===== src/rtl/topc_pkg.sv =====
// topc_pkg: shared types and codes for the timed output pulse controller
// used by topc_alu and timed_output_pulse_controller_unit
`timescale 1ns / 1ps

package topc_pkg;

    typedef enum logic [3:0] {
        MODE_SET     = 4'd0,
        MODE_CLEAR   = 4'd1,
        MODE_TOGGLE  = 4'd2,
        MODE_PULSE   = 4'd3,
        MODE_DSET    = 4'd4,
        MODE_DCLEAR  = 4'd5,
        MODE_DTOGGLE = 4'd6,
        MODE_DPULSE  = 4'd7,
        MODE_TICK    = 4'd8
    } t_mode;

    typedef enum logic [2:0] {
        ACT_IDLE    = 3'd0,
        ACT_PULSE   = 3'd1,
        ACT_DSET    = 3'd2,
        ACT_DCLEAR  = 3'd3,
        ACT_DTOGGLE = 3'd4,
        ACT_DPULSE  = 3'd5
    } t_act;

    typedef enum logic [2:0] {
        ST_IDLE,
        ST_TICK,
        ST_SWEEP,
        ST_CMD,
        ST_CMD2,
        ST_OUT
    } t_state;

    typedef struct packed {
        logic [31:0] a;
        logic [31:0] b;
        logic        sub;
    } t_alu_req;

    localparam int unsigned REG_MIN_PULSE = 0;
    localparam int unsigned REG_MIN_DELAY = 1;

endpackage


===== src/rtl/topc_alu.sv =====
// topc_alu: shared 32-bit add/subtract unit with the wrapping deadline test
// depends on topc_pkg
`timescale 1ns / 1ps

module topc_alu (
    input  topc_pkg::t_alu_req i_req,
    output logic [31:0]        o_sum,
    output logic               o_passed
);

    logic [31:0] w_b;

    assign w_b      = i_req.sub ? ~i_req.b : i_req.b;
    assign o_sum    = i_req.a + w_b + {31'd0, i_req.sub};
    // deadline minus now is zero or negative
    assign o_passed = (o_sum == 32'd0) || o_sum[31];

endmodule


===== src/rtl/timed_output_pulse_controller_unit.sv =====
// timed_output_pulse_controller_unit: top level of the timed output pulse controller
// depends on topc_pkg and topc_alu
`timescale 1ns / 1ps

// Usage
// Commands enter on the s_axis channel, one word each; every command gives one
// result word on m_axis with the pin levels and the mask of notified pins.
// The user writes configuration (min_pulse_width at 0x0, min_delay at 0x4) through
// the APB port only while the block is idle (unenforced); pready is always high.
// The block handles one word at a time under a small sequencer; s_axis_tready
// is high only when no word is in progress.
// From accept to result valid, set, clear, toggle, pulse and the plain delayed
// commands pass through ST_CMD, delayed pulse through ST_CMD and ST_CMD2, an
// ignored command straight to ST_OUT, a tick through ST_TICK and ST_SWEEP.
// This sequencing is set by the single shared adder: a tick increments the time and
// then compares one channel deadline per cycle, a delayed pulse takes two sums.
// The next word is accepted no earlier than the cycle after the result is taken.
// Reset clears all pins, pending actions, the time counter and the result
// register, and loads both minimums with 1.
// When the receiver stalls, the result word holds on m_axis and no new command
// is accepted until it is taken.

module timed_output_pulse_controller_unit #(
    parameter int unsigned NUM_OUTPUTS = 8
) (
    input  logic        i_clk,
    input  logic        i_rst_n,

    input  logic        s_axis_tvalid,
    output logic        s_axis_tready,
    // [3:0] mode, [6:4] channel, [37:7] delay_time, [68:38] width_time, [71:69] zero
    input  logic [71:0] s_axis_tdata,

    output logic        m_axis_tvalid,
    input  logic        m_axis_tready,
    // [7:0] pin_levels, [15:8] changed_mask
    output logic [15:0] m_axis_tdata,

    input  logic        psel,
    input  logic        penable,
    input  logic        pwrite,
    input  logic [2:0]  paddr,
    input  logic [31:0] pwdata,
    output logic [31:0] prdata,
    output logic        pready
);

    localparam int unsigned IW = (NUM_OUTPUTS > 1) ? $clog2(NUM_OUTPUTS) : 1;

    topc_pkg::t_state r_state, n_state;

    logic [15:0]      r_min_pw;
    logic [15:0]      r_min_dly;

    topc_pkg::t_mode  r_mode;
    logic [IW-1:0]    r_idx;
    logic [30:0]      r_dly;
    logic [30:0]      r_wid;

    logic [31:0]      r_time;
    logic [NUM_OUTPUTS-1:0] r_pin;
    logic [NUM_OUTPUTS-1:0] r_mask;
    topc_pkg::t_act   r_act [NUM_OUTPUTS];
    logic [31:0]      r_dl  [NUM_OUTPUTS];
    logic [31:0]      r_dl2 [NUM_OUTPUTS];

    logic             w_accept;
    logic             w_cfg_wr;
    topc_pkg::t_mode  w_mode;
    logic [2:0]       w_ch;
    logic [30:0]      w_dly;
    logic [30:0]      w_wid;
    logic [30:0]      w_wid_c;
    logic [30:0]      w_dly_c;
    logic             w_ch_ok;

    logic             w_pin_rd;
    topc_pkg::t_act   w_act_rd;
    logic [31:0]      w_dl_rd;
    logic [31:0]      w_dl2_rd;

    topc_pkg::t_alu_req w_alu_req;
    logic [31:0]      w_sum;
    logic             w_passed;

    logic             w_pin_we;
    logic             w_pin_bit;
    logic             w_act_we;
    topc_pkg::t_act   w_act;
    logic             w_dl_we;
    logic [31:0]      w_dl;
    logic             w_dl2_we;
    logic             w_notify;
    logic             w_last;

    logic [31:0]      w_pin_ext;
    logic [31:0]      w_mask_ext;

    // input word fields
    assign w_mode  = topc_pkg::t_mode'(s_axis_tdata[3:0]);
    assign w_ch    = s_axis_tdata[6:4];
    assign w_dly   = s_axis_tdata[37:7];
    assign w_wid   = s_axis_tdata[68:38];
    assign w_wid_c = (w_wid < {15'd0, r_min_pw}) ? {15'd0, r_min_pw} : w_wid;
    assign w_dly_c = (w_dly < {15'd0, r_min_dly}) ? {15'd0, r_min_dly} : w_dly;
    assign w_ch_ok = (32'(w_ch) < NUM_OUTPUTS);

    assign s_axis_tready = (r_state == topc_pkg::ST_IDLE);
    assign w_accept      = s_axis_tvalid && s_axis_tready;

    assign w_pin_rd = r_pin[r_idx];
    assign w_act_rd = r_act[r_idx];
    assign w_dl_rd  = r_dl[r_idx];
    assign w_dl2_rd = r_dl2[r_idx];
    assign w_last   = (r_idx == IW'(NUM_OUTPUTS - 1));

    // configuration port
    assign pready   = 1'b1;
    assign w_cfg_wr = psel && penable && pwrite && pready;

    always_comb begin
        if (paddr[2] == 1'(topc_pkg::REG_MIN_DELAY)) begin
            prdata = {16'd0, r_min_dly};
        end else begin
            prdata = {16'd0, r_min_pw};
        end
    end

    always_ff @(posedge i_clk) begin
        if (!i_rst_n) begin
            r_min_pw  <= 16'd1;
            r_min_dly <= 16'd1;
        end else if (w_cfg_wr) begin
            if (paddr[2] == 1'(topc_pkg::REG_MIN_DELAY)) begin
                r_min_dly <= pwdata[15:0];
            end else begin
                r_min_pw <= pwdata[15:0];
            end
        end
    end

    topc_alu u_alu (
        .i_req    (w_alu_req),
        .o_sum    (w_sum),
        .o_passed (w_passed)
    );

    // sequencer
    always_ff @(posedge i_clk) begin
        if (!i_rst_n) begin
            r_state <= topc_pkg::ST_IDLE;
        end else begin
            r_state <= n_state;
        end
    end

    always_comb begin
        n_state   = r_state;
        w_alu_req = '{a: r_time, b: 32'd1, sub: 1'b0};
        w_pin_we  = 1'b0;
        w_pin_bit = w_pin_rd;
        w_act_we  = 1'b0;
        w_act     = w_act_rd;
        w_dl_we   = 1'b0;
        w_dl      = w_sum;
        w_dl2_we  = 1'b0;
        w_notify  = 1'b0;

        unique case (r_state)
            topc_pkg::ST_IDLE: begin
                if (s_axis_tvalid) begin
                    if (w_mode == topc_pkg::MODE_TICK) begin
                        n_state = topc_pkg::ST_TICK;
                    end else if (!s_axis_tdata[3] && w_ch_ok) begin
                        n_state = topc_pkg::ST_CMD;
                    end else begin
                        n_state = topc_pkg::ST_OUT;
                    end
                end
            end
            topc_pkg::ST_TICK: begin
                n_state = topc_pkg::ST_SWEEP;
            end
            topc_pkg::ST_SWEEP: begin
                w_alu_req = '{a: w_dl_rd, b: r_time, sub: 1'b1};
                w_dl      = w_dl2_rd;
                if (w_act_rd != topc_pkg::ACT_IDLE && w_passed) begin
                    w_act_we = 1'b1;
                    w_act    = topc_pkg::ACT_IDLE;
                    unique case (w_act_rd)
                        topc_pkg::ACT_PULSE, topc_pkg::ACT_DTOGGLE: begin
                            w_pin_we  = 1'b1;
                            w_pin_bit = ~w_pin_rd;
                            w_notify  = 1'b1;
                        end
                        topc_pkg::ACT_DSET: begin
                            w_pin_we  = 1'b1;
                            w_pin_bit = 1'b1;
                            w_notify  = ~w_pin_rd;
                        end
                        topc_pkg::ACT_DCLEAR: begin
                            w_pin_we  = 1'b1;
                            w_pin_bit = 1'b0;
                            w_notify  = w_pin_rd;
                        end
                        topc_pkg::ACT_DPULSE: begin
                            w_pin_we  = 1'b1;
                            w_pin_bit = ~w_pin_rd;
                            w_notify  = 1'b1;
                            w_dl_we   = 1'b1;
                            w_act     = topc_pkg::ACT_PULSE;
                        end
                        default: begin
                            w_act = topc_pkg::ACT_IDLE;
                        end
                    endcase
                end
                if (w_last) begin
                    n_state = topc_pkg::ST_OUT;
                end
            end
            topc_pkg::ST_CMD: begin
                n_state  = topc_pkg::ST_OUT;
                w_act_we = 1'b1;
                if (r_mode == topc_pkg::MODE_PULSE) begin
                    w_alu_req = '{a: r_time, b: {1'b0, r_wid}, sub: 1'b0};
                end else begin
                    w_alu_req = '{a: r_time, b: {1'b0, r_dly}, sub: 1'b0};
                end
                unique case (r_mode)
                    topc_pkg::MODE_SET: begin
                        w_pin_we  = 1'b1;
                        w_pin_bit = 1'b1;
                        w_notify  = ~w_pin_rd;
                        w_act     = topc_pkg::ACT_IDLE;
                    end
                    topc_pkg::MODE_CLEAR: begin
                        w_pin_we  = 1'b1;
                        w_pin_bit = 1'b0;
                        w_notify  = w_pin_rd;
                        w_act     = topc_pkg::ACT_IDLE;
                    end
                    topc_pkg::MODE_TOGGLE: begin
                        w_pin_we  = 1'b1;
                        w_pin_bit = ~w_pin_rd;
                        w_notify  = 1'b1;
                        w_act     = topc_pkg::ACT_IDLE;
                    end
                    topc_pkg::MODE_PULSE: begin
                        if (w_act_rd == topc_pkg::ACT_IDLE) begin
                            w_pin_we  = 1'b1;
                            w_pin_bit = ~w_pin_rd;
                            w_notify  = 1'b1;
                        end
                        w_act   = topc_pkg::ACT_PULSE;
                        w_dl_we = 1'b1;
                    end
                    topc_pkg::MODE_DSET: begin
                        w_act   = topc_pkg::ACT_DSET;
                        w_dl_we = 1'b1;
                    end
                    topc_pkg::MODE_DCLEAR: begin
                        w_act   = topc_pkg::ACT_DCLEAR;
                        w_dl_we = 1'b1;
                    end
                    topc_pkg::MODE_DTOGGLE: begin
                        w_act   = topc_pkg::ACT_DTOGGLE;
                        w_dl_we = 1'b1;
                    end
                    topc_pkg::MODE_DPULSE: begin
                        w_act   = topc_pkg::ACT_DPULSE;
                        w_dl_we = 1'b1;
                        n_state = topc_pkg::ST_CMD2;
                    end
                    default: begin
                        w_act_we = 1'b0;
                    end
                endcase
            end
            topc_pkg::ST_CMD2: begin
                // second deadline follows the first by the pulse width
                w_alu_req = '{a: w_dl_rd, b: {1'b0, r_wid}, sub: 1'b0};
                w_dl2_we  = 1'b1;
                n_state   = topc_pkg::ST_OUT;
            end
            topc_pkg::ST_OUT: begin
                if (m_axis_tready) begin
                    n_state = topc_pkg::ST_IDLE;
                end
            end
            default: begin
                n_state = topc_pkg::ST_IDLE;
            end
        endcase
    end

    // command capture and index
    always_ff @(posedge i_clk) begin
        if (w_accept) begin
            r_mode <= w_mode;
            r_wid  <= w_wid_c;
            r_dly  <= (w_mode == topc_pkg::MODE_DPULSE) ? w_dly_c : w_dly;
        end
    end

    always_ff @(posedge i_clk) begin
        if (!i_rst_n) begin
            r_idx <= '0;
        end else if (w_accept) begin
            r_idx <= (w_mode == topc_pkg::MODE_TICK) ? '0 : IW'(w_ch);
        end else if (r_state == topc_pkg::ST_SWEEP && !w_last) begin
            r_idx <= r_idx + 1'b1;
        end
    end

    // channel state
    always_ff @(posedge i_clk) begin
        if (!i_rst_n) begin
            r_time <= '0;
            r_pin  <= '0;
            r_mask <= '0;
            for (int i = 0; i < NUM_OUTPUTS; i++) begin
                r_act[i] <= topc_pkg::ACT_IDLE;
            end
        end else begin
            if (w_accept) begin
                r_mask <= '0;
            end else if (w_notify) begin
                r_mask[r_idx] <= 1'b1;
            end
            if (r_state == topc_pkg::ST_TICK) begin
                r_time <= w_sum;
            end
            if (w_pin_we) begin
                r_pin[r_idx] <= w_pin_bit;
            end
            if (w_act_we) begin
                r_act[r_idx] <= w_act;
            end
        end
    end

    always_ff @(posedge i_clk) begin
        if (w_dl_we) begin
            r_dl[r_idx] <= w_dl;
        end
        if (w_dl2_we) begin
            r_dl2[r_idx] <= w_sum;
        end
    end

    // result word
    assign w_pin_ext     = 32'(r_pin);
    assign w_mask_ext    = 32'(r_mask);
    assign m_axis_tvalid = (r_state == topc_pkg::ST_OUT);
    assign m_axis_tdata  = {w_mask_ext[7:0], w_pin_ext[7:0]};

endmodule

===== config.mk =====
export PLATFORM = sky130hd
export DESIGN_NAME = timed_output_pulse_controller_unit
export DESIGN_NICKNAME = d
export VERILOG_FILES = /design/src/rtl/topc_pkg.sv /design/src/rtl/topc_alu.sv /design/src/rtl/timed_output_pulse_controller_unit.sv
export SDC_FILE = /design/constraint.sdc
export NUM_CORES = 1
export LEC_CHECK = 0
export BUFFER_PORTS_ARGS = -buffer_cell sky130_fd_sc_hd__buf_2
export CAP_MARGIN = 25
export CORE_MARGIN = 3
export CORE_UTILIZATION = 30
export CTS_CLUSTER_SIZE = 30
export DETAILED_ROUTE_END_ITERATION = 10
export HOLD_SLACK_MARGIN = 0.08
export MAX_ROUTING_LAYER = met4
export PLACE_DENSITY = 0.52
export SKIP_CTS_REPAIR_TIMING = 1
export SKIP_LAST_GASP = 1
export SLEW_MARGIN = 0
export SYNTH_ARGS = -nofsm -noshare
export SYNTH_HDL_FRONTEND = slang
export SYNTH_HIERARCHICAL = 1
export SYNTH_SLANG_ARGS = --single-unit

===== constraint.sdc =====
create_clock -name i_clk -period 8.3 [get_ports i_clk]
set_clock_uncertainty 0.15 [all_clocks]
set_input_delay 0 -clock i_clk [delete_from_list [all_inputs] [get_ports i_clk]]
set_output_delay 0 -clock i_clk [all_outputs]
set_load 0.03 [all_outputs]

==> impl_results.rst <==
.. list-table::
   :header-rows: 1

   * - Metric
     - Value
   * - Root Buffer
     - clkbuf_16
   * - Count of pins on the block boundary
     - 165
   * - Worst endpoint data arrival time
     - about 7.5 ns
   * - Die Span Y
     - 328 um
   * - Flop pwr share
     - 0.437
   * - Synthesized area per cell
     - 14.5 sq um
   * - Detailed-route wire length
     - 80800 um
   * - Count of input and output buffers
     - 126
   * - Count of endpoints failing hold in the final timing report
     - 0
   * - Combinational group share of total power
     - 0.251
   * - Layout cells sized above 1
     - 0.218
   * - Residual overflow from global routing
     - 0
   * - Number of maximum-capacitance violations
     - 0
   * - Detailed-route via count
     - roughly 19000
   * - Shortest period the worst path allows
     - slightly above 7 ns
   * - Detailed Routing Iterations Pass 1
     - 5
   * - Proportion of netlist area held by the largest area contributor
     - 0.580
   * - RSZ-0062 raised after global routing
     - false
   * - Switching part of the total power
     - 0.305
   * - Cell variety after synth
     - 91
   * - Asr flop ratio synth
     - 0
   * - Highest cell delay on the worst timing path
     - between 0.6 and 0.7 ns
   * - Count of flip-flops with a built-in enable after synthesis
     - 602
   * - Part of the cycle the worst path needs
     - 0.865
   * - Static Leakage
     - 0.0128 uW
   * - GRT Total Usage
     - 0.152
   * - Ratio of total power to cell area
     - ~280 nW/um^2
   * - Launching element type of the critical path
     - register
   * - Die area
     - 108000 sq um
   * - Met3 wire length
     - 3930 um
   * - Total Negative Setup Slacks
     - 0 ns
   * - Synthesized flop and latch total
     - 691
   * - Worst relative slew slack
     - 0.277
   * - Hold wc startpoint
     - pwdata[13]
   * - Hold depth
     - 4
   * - RR Startpoint
     - r_state[1]
   * - Highest-delay cell along the critical path
     - or3_1
   * - Area of the mapped netlist
     - 31200 sq um
   * - Sink Count
     - 691
   * - End of the worst hold path
     - r_min_pw[13]
   * - Cell type with the largest total area after synthesis
     - edfxtp_1
   * - Global-route wire length before repair
     - 120000 um
   * - Drt wl/cell
     - ~21 um
   * - Largest net degree at the start of global routing
     - 90
   * - Kind of critical path
     - register to register
   * - HPWL after detailed placement
     - slightly above 50000 um
   * - Antenna violations before repair
     - 0
   * - Post-Synthesis Cells
     - 2151
   * - Min-delay worst type
     - input port to register
   * - Core Area
     - ~100000 sq um
   * - Uppermost signal routing layer after detailed routing
     - met4
   * - Clock network power share
     - 0.312
   * - Metal1 wirelength
     - 36300 um
   * - Maximum clock frequency
     - around 140 MHz
   * - Sequential share of the synthesized area
     - 0.637
   * - Die W
     - 328 um
   * - Status
     - completed
   * - Most common cell after layout, fill and taps aside
     - edfxtp_1
   * - Worst path required time
     - roughly 8.6 ns
   * - Via count of the first global-routing pass
     - roughly 19000
   * - Total setup violations reported at the end of the flow
     - 0
   * - Worst IR drop on VDD
     - about 0.15 mV
   * - Int Power
     - 7330 uW
   * - Count of standard-cell rows
     - 117
   * - H-tree levels
     - 3
   * - Most common cell on crit path
     - buf_4
   * - Relative area change from synthesis to final layout
     - 20.7%
   * - Routed wire length on met2
     - slightly below 40000 um
   * - Register-to-Register Setup Slack
     - 1.12 ns
   * - Average vias per placed instance
     - a little under 5
   * - Total Nets Final
     - 2597
   * - Worst-case setup margin in the final layout
     - 1.12 ns
   * - Primary flip-flop cell chosen by synthesis mapping
     - edfxtp_1
   * - Most area-consuming cells after synthesis
     - edfxtp_1 58%, mux4_2 9.8%, dfxtp_1 5.7%
   * - Depth of the most critical reg-to-reg path
     - 27
   * - TritonCTS clock tree
     - built
   * - Antenna violation net count after detailed routing
     - 0
   * - Post-CTS clock slew at the launch and capture registers of the worst setup and hold paths
     - 0.07 ns
   * - Layout fillers
     - 9812
   * - Reg-to-Reg End
     - r_act[7][2]
   * - Worst setup slack after placement
     - 1.23 ns
   * - Routability congestion estimate from global placement
     - 0.881
   * - Remaining DRCs
     - 0
   * - Number of buffers inserted during clock tree synthesis
     - 72
   * - Initial standard-cell utilization of the core
     - 0.304
   * - Slew of the pin with the lowest slew margin
     - 1.07 ns
   * - Max Slew Vio Count
     - 0
   * - Total of warnings raised by yosys
     - 6
   * - Iter 0 DRT Violations
     - 1402
   * - Maximum fanout along the worst path
     - 30
   * - Net switching power of the design
     - 3220 uW
   * - Top library cells by usage in the layout, fill and taps aside
     - 602 x edfxtp_1, 236 x nand2_1, 152 x dlygate4sd3_1
   * - CTS Buffer Depth
     - 3
   * - Latest clock arrival within the worst-skew pair
     - 0.63 ns
   * - Critical Path Sink Type
     - register
Yosys cell counts (14+ instances only):
cell	number
edfxtp_1	602
nand2_1	237
mux4_2	135
nor2_1	109
clkbuf_1	106
dfxtp_1	89
o21ai_0	87
a21oi_1	77
inv_1	75
mux2i_1	68
a21boi_0	64
ha_1	63
xor2_1	43
mux2_2	33
a222oi_1	30
buf_1	30
buf_4	21
nand3_1	20
nand4_1	19
a21o_1	15
xnor2_1	15
nor3_1	14
critical path, delay by kind of cell, from the launching register on:
family                     cells  cell delay, ns
adders and majority gates      1            0.31
AOI/OAI and AO/OA              7            1.56
DFF                            1            0.44
and+or+nand+nor               12            3.05
xor gates and xnor gates       2            0.49
buffers and inverters          5            0.98
sequential cells by signal, summed over array words and instances, names as in the netlist, 16 cells and up, named ones only:
register,flops
r_wid,31
r_dl,256
r_dly,31
r_act,24
r_min_dly,16
r_min_pw,16
r_dl2,256
r_time,32
through the flow:
step | util | std cells | hold slack, ns | cell area [sq um] | total power, uW
5_1_grt | 0.367 | 3840 | 0.0807 | 37600 | 11100
3_5_place_dp | 0.329 | 3561 | 0.0487 | 33700 | 7260
4_1_cts | 0.352 | 3688 | -0.623 | 36100 | 10600
6_report | 0.367 | 3842 | 0.0562 | 37600 | 10500
2_1_floorplan | - | 2166 | -0.0511 | 31200 | 6300
3_3_place_gp | 0.329 | 3559 | 0.0469 | 33700 | 7170
metal layers:
metal / up-vias / track usage
met5: - / -
met4: 0 / 0.0405
met3: 110 / 0.0243
met2: 482 / 0.244
met1: 9590 / 0.201
li1: 8732 / -
logic make-up after synthesis:
family | Yosys count | synth area share
buffers and inverters | 247 | 0.0330
AO/OA/AOI/OAI | 363 | 0.0830
AND/OR/NAND/NOR | 486 | 0.0708
adder cells (fa/ha/maj) | 64 | 0.0259
multiplexers | 240 | 0.133
XOR/XNOR | 58 | 0.0163
flip-flops | 691 | 0.637
other | 2 | 0.000241
power groups by stage:
stage          registers, uW  clock network (uW)  logic [uW]
2_1_floorplan           4620                   0        1680
3_3_place_gp            4670                   0        2500
3_5_place_dp            4680                   0        2590
4_1_cts                 4610                3380        2600
5_1_grt                 4620                3520        2910
6_report                4600                3290        2650
final cells by class:
cell class | count | area, sq um | area share
multi-input cells | 1228 | 10500 | 0.278
clock inverters | 39 | 458 | 0.0122
flip-flops and latches | 691 | 19900 | 0.528
repair buffers | 350 | 2880 | 0.0764
diodes | 2 | 5.00 | 0.000133
clock buffers | 88 | 1940 | 0.0517
inverters | 76 | 285 | 0.00758
well taps | 1368 | 1710 | 0.0455
worst max path at each step:
stage | startpoint | endpoint | slack [ns] | cells after the start
2_1_floorplan | register | r_dl[3][0] | 1.12 | 21
3_3_place_gp | r_state[1] | r_act[3][2] | 1.29 | 27
3_5_place_dp | r_state[1] | r_act[7][2] | 1.23 | 27
5_1_grt | r_state[1] | r_act[7][2] | 0.41 | 27
6_report | r_state[1] | r_act[7][2] | 1.12 | 27
4_1_cts | r_state[1] | r_act[7][2] | 1.18 | 27
(Power assumes the default switching activity.)
